==> config.mk <==
export PLATFORM = sky130hd
export DESIGN_NAME = min_max_contrast_stretch
export DESIGN_NICKNAME = d
export VERILOG_FILES = /design/src/rtl/mmcs_pkg.sv /design/src/rtl/min_max_contrast_stretch.sv /design/src/rtl/mmcs_div.sv
export SDC_FILE = /design/constraint.sdc
export NUM_CORES = 1
export LEC_CHECK = 0
export ABC_AREA = 1
export BUFFER_PORTS_ARGS = -buffer_cell sky130_fd_sc_hd__buf_4
export CORE_MARGIN = 2
export CORE_UTILIZATION = 45
export CTS_CLUSTER_DIAMETER = 200
export DETAILED_ROUTE_END_ITERATION = 10
export PLACE_DENSITY_LB_ADDON = 0.3
export SETUP_SLACK_MARGIN = 0.02
export SLEW_MARGIN = 20
export SYNTH_ARGS = -nofsm -noshare
export SYNTH_HDL_FRONTEND = slang
export SYNTH_SLANG_ARGS = --single-unit
export TNS_END_PERCENT = 1
==> constraint.sdc <==
create_clock -name clk -period 9 [get_ports clk]
set_input_delay 1.8 -clock clk [delete_from_list [all_inputs] [get_ports clk]]
set_output_delay 1.8 -clock clk [all_outputs]
set_load 0.02 [all_outputs]
==> src/rtl/mmcs_pkg.sv <==
package mmcs_pkg;

  localparam int PIXEL_BITS_DEF    = 16;
  localparam int FRACTION_BITS_DEF = 8;

  localparam int PIX_W     = 16;
  localparam int OUT_W     = 24;
  localparam int CFG_IDX_W = 2;
  localparam int CFG_W     = 16;

  localparam logic [CFG_IDX_W-1:0] REG_RANGE_LOW  = 2'd0;
  localparam logic [CFG_IDX_W-1:0] REG_RANGE_HIGH = 2'd1;

  localparam logic REQ_MEASURE = 1'b0;
  localparam logic REQ_APPLY   = 1'b1;

  typedef struct packed {
    logic             req_type;
    logic [PIX_W-1:0] pixel;
    logic             first_of_frame;
  } in_word_t;

  typedef struct packed {
    logic [OUT_W-1:0] scaled_pixel;
    logic             divide_error;
  } out_word_t;

endpackage

==> src/rtl/min_max_contrast_stretch.sv <==
// Min-max contrast stretch of unsigned pixels.
// Input channel in_valid/in_stall/in_data carries one word per pixel. A
// measure word (req_type 0) updates the tracked min and max registers;
// first_of_frame restarts both from that pixel. Measure words give no result.
// An apply word (req_type 1) gives one result word on out_valid/out_data,
// held while out_stall is high: the pixel clamped to the measured range,
// less min, scaled by |range_high-range_low| over (max-min), 8 fraction bits.
// An apply word starts the serial divider through start_r; it forms the
// product, loads it, then forms one quotient bit per cycle; the quotient
// goes to the result register, then to the output register. In identity
// (min, max equal to range_low, range_high: pixel shifted by the fraction
// bits) and flat-frame (max <= min: 0 with divide_error) cases the divider
// is skipped. One word is in work at a time; in_stall is high until the
// result is in the output register, which frees the input while the receiver
// stalls; the next word can be taken the cycle after, and measure words one per cycle while idle.
// Config writes (cfg_valid/cfg_ready, cfg_index, cfg_data) are always taken;
// write them only while no apply word is in work.
// Synchronous reset sets min to all ones, max to 0, range_low 0,
// range_high all ones, and empties the output register.
module min_max_contrast_stretch
#(
  parameter int PIXEL_BITS    = mmcs_pkg::PIXEL_BITS_DEF,
  parameter int FRACTION_BITS = mmcs_pkg::FRACTION_BITS_DEF
) (
  input  logic                           clk,
  input  logic                           rst_n,
  input  logic                           in_valid,
  output logic                           in_stall,
  input  mmcs_pkg::in_word_t             in_data,
  output logic                           out_valid,
  input  logic                           out_stall,
  output mmcs_pkg::out_word_t            out_data,
  input  logic                           cfg_valid,
  output logic                           cfg_ready,
  input  logic [mmcs_pkg::CFG_IDX_W-1:0] cfg_index,
  input  logic [mmcs_pkg::CFG_W-1:0]     cfg_data
);
  import mmcs_pkg::*;

  localparam int P  = PIXEL_BITS;
  localparam int SW = PIXEL_BITS + FRACTION_BITS;

  typedef enum logic [2:0] {
    ST_IDLE = 3'b001,
    ST_DIV  = 3'b010,
    ST_DONE = 3'b100
  } state_t;

  state_t        state_r, state_nxt;
  logic [P-1:0]  range_low_r, range_high_r;
  logic [P-1:0]  min_r, max_r;
  logic [P-1:0]  span_r, d_r, den_r;
  logic          start_r;
  out_word_t     res_r;
  logic          out_valid_r;
  out_word_t     out_data_r;

  logic          in_acc;
  logic          out_free;
  logic [P-1:0]  x;
  logic [P-1:0]  xc;
  logic          ident;
  logic          flat;
  logic          div_done;
  logic [SW-1:0] quot;

  assign in_acc   = in_valid && !in_stall;
  assign out_free = !out_valid_r || !out_stall;
  assign x        = in_data.pixel[P-1:0];
  assign ident    = (min_r == range_low_r) && (max_r == range_high_r);
  assign flat     = (max_r <= min_r);

  always_comb begin
    priority if (x < min_r) begin
      xc = min_r;
    end else if (x > max_r) begin
      xc = max_r;
    end else begin
      xc = x;
    end
  end

  always_comb begin
    state_nxt = state_r;
    unique case (state_r)
      ST_IDLE: begin
        if (in_acc && (in_data.req_type == REQ_APPLY)) begin
          state_nxt = (ident || flat) ? ST_DONE : ST_DIV;
        end
      end
      ST_DIV: begin
        if (div_done) begin
          state_nxt = ST_DONE;
        end
      end
      ST_DONE: begin
        if (out_free) begin
          state_nxt = ST_IDLE;
        end
      end
      default: state_nxt = ST_IDLE;
    endcase
  end

  always_ff @(posedge clk) begin
    if (!rst_n) begin
      state_r      <= ST_IDLE;
      start_r      <= 1'b0;
      out_valid_r  <= 1'b0;
      range_low_r  <= '0;
      range_high_r <= '1;
      min_r        <= '1;
      max_r        <= '0;
    end else begin
      state_r <= state_nxt;
      start_r <= in_acc && (in_data.req_type == REQ_APPLY) && !ident && !flat;
      if ((state_r == ST_DONE) && out_free) begin
        out_valid_r <= 1'b1;
      end else if (!out_stall) begin
        out_valid_r <= 1'b0;
      end
      if (cfg_valid && cfg_ready) begin
        if (cfg_index == REG_RANGE_LOW) begin
          range_low_r <= cfg_data[P-1:0];
        end else if (cfg_index == REG_RANGE_HIGH) begin
          range_high_r <= cfg_data[P-1:0];
        end
      end
      if (in_acc && (in_data.req_type == REQ_MEASURE)) begin
        if (in_data.first_of_frame) begin
          min_r <= x;
          max_r <= x;
        end else begin
          if (x < min_r) begin
            min_r <= x;
          end
          if (x > max_r) begin
            max_r <= x;
          end
        end
      end
    end
  end

  always_ff @(posedge clk) begin
    if (in_acc && (in_data.req_type == REQ_APPLY)) begin
      span_r <= (range_high_r >= range_low_r) ? (range_high_r - range_low_r)
                                              : (range_low_r - range_high_r);
      d_r    <= xc - min_r;
      den_r  <= max_r - min_r;
      if (ident) begin
        res_r.scaled_pixel <= OUT_W'(SW'(x) << FRACTION_BITS);
        res_r.divide_error <= 1'b0;
      end else begin
        res_r.scaled_pixel <= '0;
        res_r.divide_error <= flat;
      end
    end else if ((state_r == ST_DIV) && div_done) begin
      res_r.scaled_pixel <= OUT_W'(quot);
      res_r.divide_error <= 1'b0;
    end
    if ((state_r == ST_DONE) && out_free) begin
      out_data_r <= res_r;
    end
  end

  mmcs_div #(
    .PIXEL_BITS    (PIXEL_BITS),
    .FRACTION_BITS (FRACTION_BITS)
  ) u_div (
    .clk   (clk),
    .rst_n (rst_n),
    .start (start_r),
    .mul_a (span_r),
    .mul_b (d_r),
    .den   (den_r),
    .done  (div_done),
    .quot  (quot)
  );

  assign in_stall  = (state_r != ST_IDLE);
  assign out_valid = out_valid_r;
  assign out_data  = out_data_r;
  assign cfg_ready = 1'b1;

endmodule

==> src/rtl/mmcs_div.sv <==
module mmcs_div #(
  parameter int PIXEL_BITS    = 16,
  parameter int FRACTION_BITS = 8
) (
  input  logic                                clk,
  input  logic                                rst_n,
  input  logic                                start,
  input  logic [PIXEL_BITS-1:0]               mul_a,
  input  logic [PIXEL_BITS-1:0]               mul_b,
  input  logic [PIXEL_BITS-1:0]               den,
  output logic                                done,
  output logic [PIXEL_BITS+FRACTION_BITS-1:0] quot
);
  localparam int P  = PIXEL_BITS;
  localparam int SW = PIXEL_BITS + FRACTION_BITS;
  localparam int PW = 2 * PIXEL_BITS;
  localparam int CW = $clog2(SW);

  logic [PW-1:0] prod_r;
  logic [P-1:0]  den_r;
  logic [P-1:0]  rem_r;
  logic [SW-1:0] sh_r;
  logic [CW-1:0] cnt_r;
  logic          load_r;
  logic          busy_r;
  logic          done_r;

  logic [P:0]    rem2;
  logic [P:0]    diff;
  logic          ge;
  logic [P-1:0]  rem_nxt;
  logic [SW-1:0] sh_nxt;

  // one quotient bit per cycle, restoring
  always_comb begin
    rem2    = {rem_r, sh_r[SW-1]};
    ge      = (rem2 >= {1'b0, den_r});
    diff    = rem2 - {1'b0, den_r};
    rem_nxt = ge ? diff[P-1:0] : rem2[P-1:0];
    sh_nxt  = {sh_r[SW-2:0], ge};
  end

  always_ff @(posedge clk) begin
    if (!rst_n) begin
      load_r <= 1'b0;
      busy_r <= 1'b0;
      done_r <= 1'b0;
    end else begin
      done_r <= 1'b0;
      if (start) begin
        load_r <= 1'b1;
        busy_r <= 1'b0;
      end else if (load_r) begin
        load_r <= 1'b0;
        busy_r <= 1'b1;
      end else if (busy_r && (cnt_r == CW'(SW - 1))) begin
        busy_r <= 1'b0;
        done_r <= 1'b1;
      end
    end
  end

  always_ff @(posedge clk) begin
    if (start) begin
      prod_r <= PW'(mul_a) * PW'(mul_b);
      den_r  <= den;
    end else if (load_r) begin
      // top bits of the numerator are known to stay below den
      rem_r <= prod_r[PW-1:P];
      sh_r  <= SW'(prod_r[P-1:0]) << FRACTION_BITS;
      cnt_r <= '0;
    end else if (busy_r) begin
      rem_r <= rem_nxt;
      sh_r  <= sh_nxt;
      cnt_r <= cnt_r + 1'b1;
    end
  end

  assign done = done_r;
  assign quot = sh_r;

endmodule

==> out/summary.md, run 1 <==
The flow ran to the end, and the final reports show no timing, DRC or antenna violations. Maximum clock frequency: 162 MHz. For the final routed database, the setup TNS stands at 0 ns.

In the post-synthesis netlist, the biggest area contributors are edfxtp_1, fa_1, nand2_1. The wire length per cell works out to 18.2 um. The number of setup buffers added after CTS is 0.

For the first-pass detailed-route iteration total, the log shows 6. The logs give 0 for the post-detailed-route DRC marker count and 2.92 ns for the post-placement worst setup slack. Hold is met by 0.416 ns.

Share of flip-flops with an asynchronous set or reset: 0%. Summed over all instances, the cell type with the most area after synthesis is edfxtp_1. The cell that appears most often on the critical path is fa_1. The transition at the pin with the smallest max-transition slack is 1.07 ns.

The number of resized instances in the post-cts repair step is 0. The tools report the element type at the critical path start as a register. The number of distinct standard cells referenced by the synthesized netlist came out at 44.

Most repeated cell in the gate-level netlist after synthesis: nand2_1. The setup slack after layout was 2.83 ns; the row count was 83. During placement, the flow inserted port buffers numbering 67.

The total cell area at the placement stage was 24400 um2. Yosys printed 0 warnings. The number of synthesized flops with an enable pin is 191. The root buffer cell chosen for the clock tree is clkbuf_16. The insertion delay to the later sink of the worst-skew pair was 0.57 ns; the average via count per standard cell was 5.26.

The final count of pins violating max slew was 0. The maximum root-to-sink buffer count was 3; the relative area change from synthesis to final layout was 7.93%. Among all flip-flop cells after synthesis, the most frequent one is edfxtp_1. TritonCTS created 28 clock buffers.

The total half-perimeter wirelength after legalization and detailed placement is 51300 um, and the hold-fix buffer count after cts is 0. The post-route cell area is 25400 um2. The tightest slew margin relative to the limit was 28.3%. The final layout contains 3296 nets. Family with the most delay on the worst path: adder cells. The final route contains 18600 vias. The synthesized design contains 263 register bits.

Pin placement for this block handled 69 I/O pins. The required time reported for the critical path endpoint is 9.31 ns, and the wire length after detailed routing is 64500 um. The maximum level of the CTS H-tree is 1.

The detailed router finished its first iteration with 1519 violations. The run gives 3305 as the net count of the mapped netlist. The worst setup path is of the reg2reg kind. Data arrives at the worst endpoint at 6.48 ns. The worst path uses 68.6% of the clock period. The path class of the tightest hold or removal check is reg2reg. The clock-pin slew of the registers on the worst-case setup and hold paths was 0.06 ns. The sequential-to-total area share from yosys stat was 30.6%; the initial antenna violation count was 0.

After synthesis, the mean cell area works out to 8.24 um2. The share of synthesized area in the top cell type comes to 24.4%. TritonCTS built the clock tree. Setup violations remaining at the end of the flow were counted as 0. On the final layout, the worst clock skew is 0.0136 ns. On the worst path, the slowest cell contributes a delay of 0.93 ns.

The number of buffers and inverters on the critical path is 4. The global route total overflow was 0. The final weighted congestion in routability-driven placement is 0.977, and the vertical die dimension is 232 um.

The number of diodes added for antenna fixing was 0; the max-capacitance violation count was 0. Counting instances in the post-synthesis netlist gives the leading cell types as nand2_1, inv_1, ha_1. Setup repair after global routing left no endpoint under its margin. The die is 232 um wide. Via count of the first global-routing pass: 18800. The critical path goes through nand2_1 > fa_1 > fa_1 > inv_1 > fa_1 > fa_1 > fa_1 > inv_1 > fa_1 > inv_1 > ha_1 > nand2_1 > nor2_1 > inv_1 > nor3_1 > nand3_1 > nand4_1 > a21oi_1 > xnor2_1. Entering global routing, the biggest net connects 67 pins.

The area enclosed by the die boundary is 54000 um2, and the residual antenna-violating net count after detailed routing is 0. The initial utilization of the core area, before any placement, comes to 45.6%. The global-route wire length before repair was 102000 um; the number of failing hold endpoints at the final stage was 0.

The instance count of the mapped netlist is 2851. Summing every instance area after synthesis gives 23500 um2. The number of fill cells was 4981; the fraction of layout instances using a drive strength above 1 was 5.41%. The worst path needs 6.17 ns of the cycle, external delays included.

The tools report the nature of the critical path endpoint as a register. Among all stages on the critical path, the largest delay is contributed by edfxtp_1. The clock sink count was 263. Of all nets on the critical path, the largest fanout is 16. The total track usage was 24.1%; the core area was 51500 um2.
## stage by stage
step / std cells / utilization [%]
after floorplan: 2851 / -
after global placement: 3492 / 47.4
after detailed placement: 3492 / 47.4
after CTS: 3544 / 49.2
after global routing: 3544 / 49.2
final: 3544 / 49.2
## cells by family (layout without fill, tap and decap cells)
family | after synthesis | in the layout | synth area share (%)
multiplexers | 1 | 1 | 0.0426
adder cells (fa/ha/maj) | 413 | 413 | 28.4
other | 1 | 1 | 0.0160
AND/OR/NAND/NOR | 1043 | 1043 | 18.0
buffers and inverters | 676 | 689 | 11.2
flip-flops | 263 | 263 | 30.6
XOR/XNOR | 84 | 84 | 3.13
AO/OA/AOI/OAI | 370 | 370 | 8.76
## worst reg2reg max path, delay by kind of cell, from the launching register on
family,cells,cell delay [ns]
AOI/OAI and AO/OA,1,0.16
adders and majority gates,7,3.50
xor gates and xnor gates,1,0.17
buffers and inverters,4,0.21
and+or+nand+nor,6,1.00
DFF,1,0.93
## registers in the layout (all words and copies together), names as in the netlist, 24 cells and up
signal and count:
res_r 25, out_data 25, u_div.prod_r 32, u_div.quot 24
## final cells by class
cell class | count | area (um2) | share of cell area (%)
flip-flops and latches | 263 | 7180 | 28.3
repair buffers | 73 | 548 | 2.16
clock inverters | 18 | 191 | 0.755
inverters | 564 | 2120 | 8.37
well taps | 680 | 851 | 3.36
clock buffers | 34 | 753 | 2.97
multi-input cells | 1912 | 13700 | 54.1
## cells in the final DEF (no fill, tap or decap), types with 2 or more instances in the layout
cell	instances
nand3_1	80
inv_4	4
xnor2_1	26
o21ai_2	6
clkinv_1	8
clkinv_2	5
inv_1	555
a21boi_0	3
a21o_1	17
a31oi_1	14
clkbuf_1	3
nand2_2	7
o21a_1	2
nand4_1	34
edfxtp_1	191
nand3_2	2
bufinv_16	3
o21bai_1	12
nor2_2	4
o211ai_1	19
inv_2	5
dfxtp_1	71
nand2_1	775
clkbuf_16	28
fa_1	199
clkbuf_8	3
nor3_2	2
o21ai_1	16
a21oi_1	162
nor3_1	18
nor2_1	111
ha_1	214
o21ai_0	111
a21oi_2	5
xor2_1	58
nor4_1	4
buf_4	73
## worst paths after layout
check	from	end	slack, ns	depth (start not counted)
setup / recovery	d_r[7]$_DFFE_PP_	u_div.prod_r[24]$_DFFE_PP_	2.83	19
hold / removal	res_r[13]$_DFFE_PP_	out_data[13]$_DFFE_PP_	0.42	0
setup reg to reg	d_r[7]$_DFFE_PP_	u_div.prod_r[24]$_DFFE_PP_	2.83	19
hold reg to reg	res_r[13]$_DFFE_PP_	out_data[13]$_DFFE_PP_	0.42	0
## metal layers
layer | wire length, um | vias to the layer above | global-route usage (%)
met4 | 2160 | 0 | 7.38
li1 | - | 8922 | -
met5 | 0 | - | 0
met3 | 3880 | 115 | 2.76
met1 | 29400 | 8997 | 34.2
met2 | 29100 | 601 | 38.7
Power of run 1 is left out: the tool's default activity adds up to more than one toggle a clock period on the data nets, which glitch-free logic cannot reach.
==> inputs of run 2 (changes only) <==
==> constraint.sdc (replaced) <==
create_clock -name clk -period 4.95 [get_ports clk]
set_input_delay 0.99 -clock clk [delete_from_list [all_inputs] [get_ports clk]]
set_output_delay 0.99 -clock clk [all_outputs]
set_load 0.02 [all_outputs]
==> run 2 against run 1 <==
Against the previous run:
- the run now ends with setup timing left
- die area did not move
- hold slack improved by 0.0018 ns
- maximum frequency rose by 12%
- cell count rose by 4.7%
- worst setup slack got worse by 3.4 ns
- non-clock buffer count rose by 163
- sequential share of layout area fell by 1.8 points
- register-to-register slack got worse by 3.4 ns
- clock-buffer cell count rose by 4
- clock skew rose by 0.0067 ns
==> out/summary.md, run 2 (synthesis results as in run 1) <==
The flow ran to the end, but the final reports show violations. The final reports fail on setup timing. The relative area change from synthesis to final layout is 15.3% (was 7.93%), and the core area is 51500 um2 (unchanged). The count of buffers inserted at the top-level ports is 67 (unchanged).

The max-capacitance violation count came out at 0 (unchanged). The run gives 0.0204 ns (was 0.0136 ns) as the final worst clock skew. Leading cell types in the layout, fill and taps excluded: nand2_1, inv_1, buf_4 (was nand2_1, inv_1, ha_1). For the number of diodes added for antenna fixing, the log shows 0 (unchanged). The total cell area at the placement stage was 25800 um2 (was 24400 um2); the first-iteration detailed-routing DRC count was 1510 (was 1519). The via count of the first global-routing pass was 19200 (was 18800); the register-to-register setup slack was -0.54 ns (was 2.83 ns).

The logs give 40.9% (was 38.7%) for the met2 global-route usage and 67 (unchanged) for the pin count of the biggest net entering global routing. The leading cell type in the layout, fill and taps excluded was nand2_1 (unchanged). The average via count per standard cell was 5.19 (was 5.26). The startpoint of the worst register-to-register path is span_r[9]$_DFFE_PP_ (was d_r[7]$_DFFE_PP_). The clock-pin slew of the registers on the worst-case setup and hold paths came out at 0.06 ns (about the same).

The first-pass detailed-route iteration total was 6 (unchanged). The shortest period the worst path allows was 5.49 ns (was 6.17 ns). The final core utilization came out at 52.6% (was 49.2%).

The sink of the worst hold path is out_data[24]$_DFFE_PP_ (was out_data[13]$_DFFE_PP_). The fraction of layout instances using a drive strength above 1 is 12.6% (was 5.41%), and the number of fill cells is 4833 (was 4981). TritonCTS built the clock tree. The tools report the hold-fix buffer count after cts as 0 (unchanged).

Element type at the critical path start: a register (unchanged). The run gives 3 (unchanged) as the maximum root-to-sink buffer count. The tools report the global-route wire length before repair as 102000 um (about the same).

Global routing usage on met1: 32.1% (was 34.2%). The initial antenna violation count was 0 (unchanged); the combined flip-flop and latch cell area was 7180 um2 (unchanged). Global route total overflow: 0 (unchanged). The wire length after detailed routing was 64300 um (was 64500 um).

Setup repair after global routing could not meet its margin everywhere. The area enclosed by the die boundary is 54000 um2 (unchanged). The wire length per cell came out at 17.3 um (was 18.2 um). The required time reported for the critical path endpoint was 5.26 ns (was 9.31 ns).

The logs give 27100 um2 (was 25400 um2) for the post-route cell area and 14100 um2 (was 13700 um2) for the area of the multi-input gates. The layer with the highest usage is met2 (unchanged). Post-route fraction of the period consumed by the critical path: 111% (was 68.6%). The tools report the final setup violation count as 22 (was 0).

The vertical die dimension is 232 um (unchanged), and the final count of pins violating max slew is 0 (unchanged). The run gives 0.58 ns (was 0.57 ns) as the insertion delay to the later sink of the worst-skew pair. The transition at the pin with the smallest max-transition slack is 1.09 ns (was 1.07 ns). The row count was 83 (unchanged). The run gives 69 (unchanged) as the count of boundary I/O pins. The post-detailed-route DRC marker count was 0 (unchanged). The clock sink count is 263 (unchanged).

The setup slack after layout came out at -0.541 ns (was 2.83 ns). The flip-flop count of the largest register after layout is 32 (unchanged), and the maximum clock frequency is 182 MHz (was 162 MHz). The worst reg2reg path depth was 20 (was 19).

The data arrival time at the worst-slack endpoint was 5.80 ns (was 6.48 ns); the worst hold path stage count was 0 (unchanged). The run gives 24.0% (was 24.1%) as the total track usage. The nature of the critical path endpoint was a register (unchanged). The total half-perimeter wirelength after legalization and detailed placement came out at 52500 um (was 51300 um).

For the number of cells in the finished layout apart from fillers, the log shows 3709 (was 3544). The hold path startpoint is res_r[24]$_DFFE_PP_ (was res_r[13]$_DFFE_PP_). The kind of critical path was reg2reg (unchanged).

Root buffer cell: clkbuf_16 (unchanged). Largest register by flop count: u_div.prod_r (unchanged). The initial core utilization is 45.6% (unchanged). The width of the die is 232 um (unchanged), and the residual antenna-violating net count after detailed routing is 0 (unchanged). Number of nets in the layout: 3460 (was 3296).

The final weighted congestion in routability-driven placement came out at 0.958 (was 0.977). The maximum net fanout on the critical path was 5 (was 16); the fraction of met3 tracks used by global routing was 2.93% (was 2.76%). The logs give 19200 (was 18600) for the vias after detailed routing and 3648 (was 3492) for the number of placed instances with taps included. The tightest slew margin relative to the limit came out at 27.4% (was 28.3%). The worst hold-check path type is reg2reg (unchanged). The run gives 0 (unchanged) as the number of failing hold endpoints at the final stage. Destination of the worst register-to-register timing path: u_div.prod_r[28]$_DFFE_PP_ (was u_div.prod_r[24]$_DFFE_PP_). The maximum level of the CTS H-tree is 1 (unchanged), and the CTS buffer count is 29 (was 28).
==> run 2: worst max-delay path by stage <==
stage	from	end	slack, ns	cells past startpoint
after floorplan	span_r[12]$_DFFE_PP_	u_div.prod_r[28]$_DFFE_PP_	-0.17	23
after global placement	d_r[8]$_DFFE_PP_	u_div.prod_r[26]$_DFFE_PP_	-0.56	23
after detailed placement	d_r[7]$_DFFE_PP_	u_div.prod_r[28]$_DFFE_PP_	-0.66	21
after CTS	d_r[7]$_DFFE_PP_	u_div.prod_r[28]$_DFFE_PP_	-0.50	21
after global routing	span_r[13]$_DFFE_PP_	u_div.prod_r[28]$_DFFE_PP_	-0.72	21
final	span_r[9]$_DFFE_PP_	u_div.prod_r[28]$_DFFE_PP_	-0.54	20
==> run 2: layer usage <==
| metal | up-vias | wire length, um |
|---|---|---|
| met3 | 118 | 3800 |
| li1 | 9260 | - |
| met2 | 587 | 30900 |
| met5 | - | 0 |
| met4 | 0 | 2120 |
| met1 | 9267 | 27500 |
==> run 2: cell type report <==
type | instances | share of cell area, %
Clock buffer | 38 | 2.88
Clock inverter | 16 | 0.554
Inverter | 564 | 7.83
Multi-Input combinational cell | 1912 | 52.0
Sequential cell | 263 | 26.5
Tap cell | 680 | 3.14
Timing Repair Buffer | 236 | 7.14
==> run 2: per-stage QoR <==
step / TNS [ns] / hold slack (ns) / worst slack, ns
floorplan: -1.44 / 0.400 / -0.173
global placement: -9.69 / 0.405 / -0.555
detailed placement: -11.07 / 0.405 / -0.656
CTS: -8.16 / 0.417 / -0.500
global route: -11.74 / 0.427 / -0.719
finish: -7.51 / 0.418 / -0.541
==> run 2: timing repair <==
action | in CTS | in global routing
setup endpoints to repair | 23 | 23
pin swaps | 3 | 7
cloned | 0 | 0
buffers inserted | 6 | 1
resized for setup | 19 | 39
==> run 2: critical path, cell delays in order (launching register included) <==
cell and delay [ns]:
edfxtp_1 0.48, buf_4 0.17, nand2_1 0.08, fa_1 0.55, inv_1 0.05, fa_1 0.55
fa_1 0.43, fa_1 0.48, fa_1 0.51, inv_1 0.06, fa_1 0.49, inv_1 0.07
ha_4 0.29, nand2_1 0.09, nor2_2 0.13, inv_1 0.06, nor3_2 0.14, nand3_1 0.12
nand4_1 0.19, a21oi_1 0.12, xor2_1 0.16
Power of run 2 is left out for the same reason.
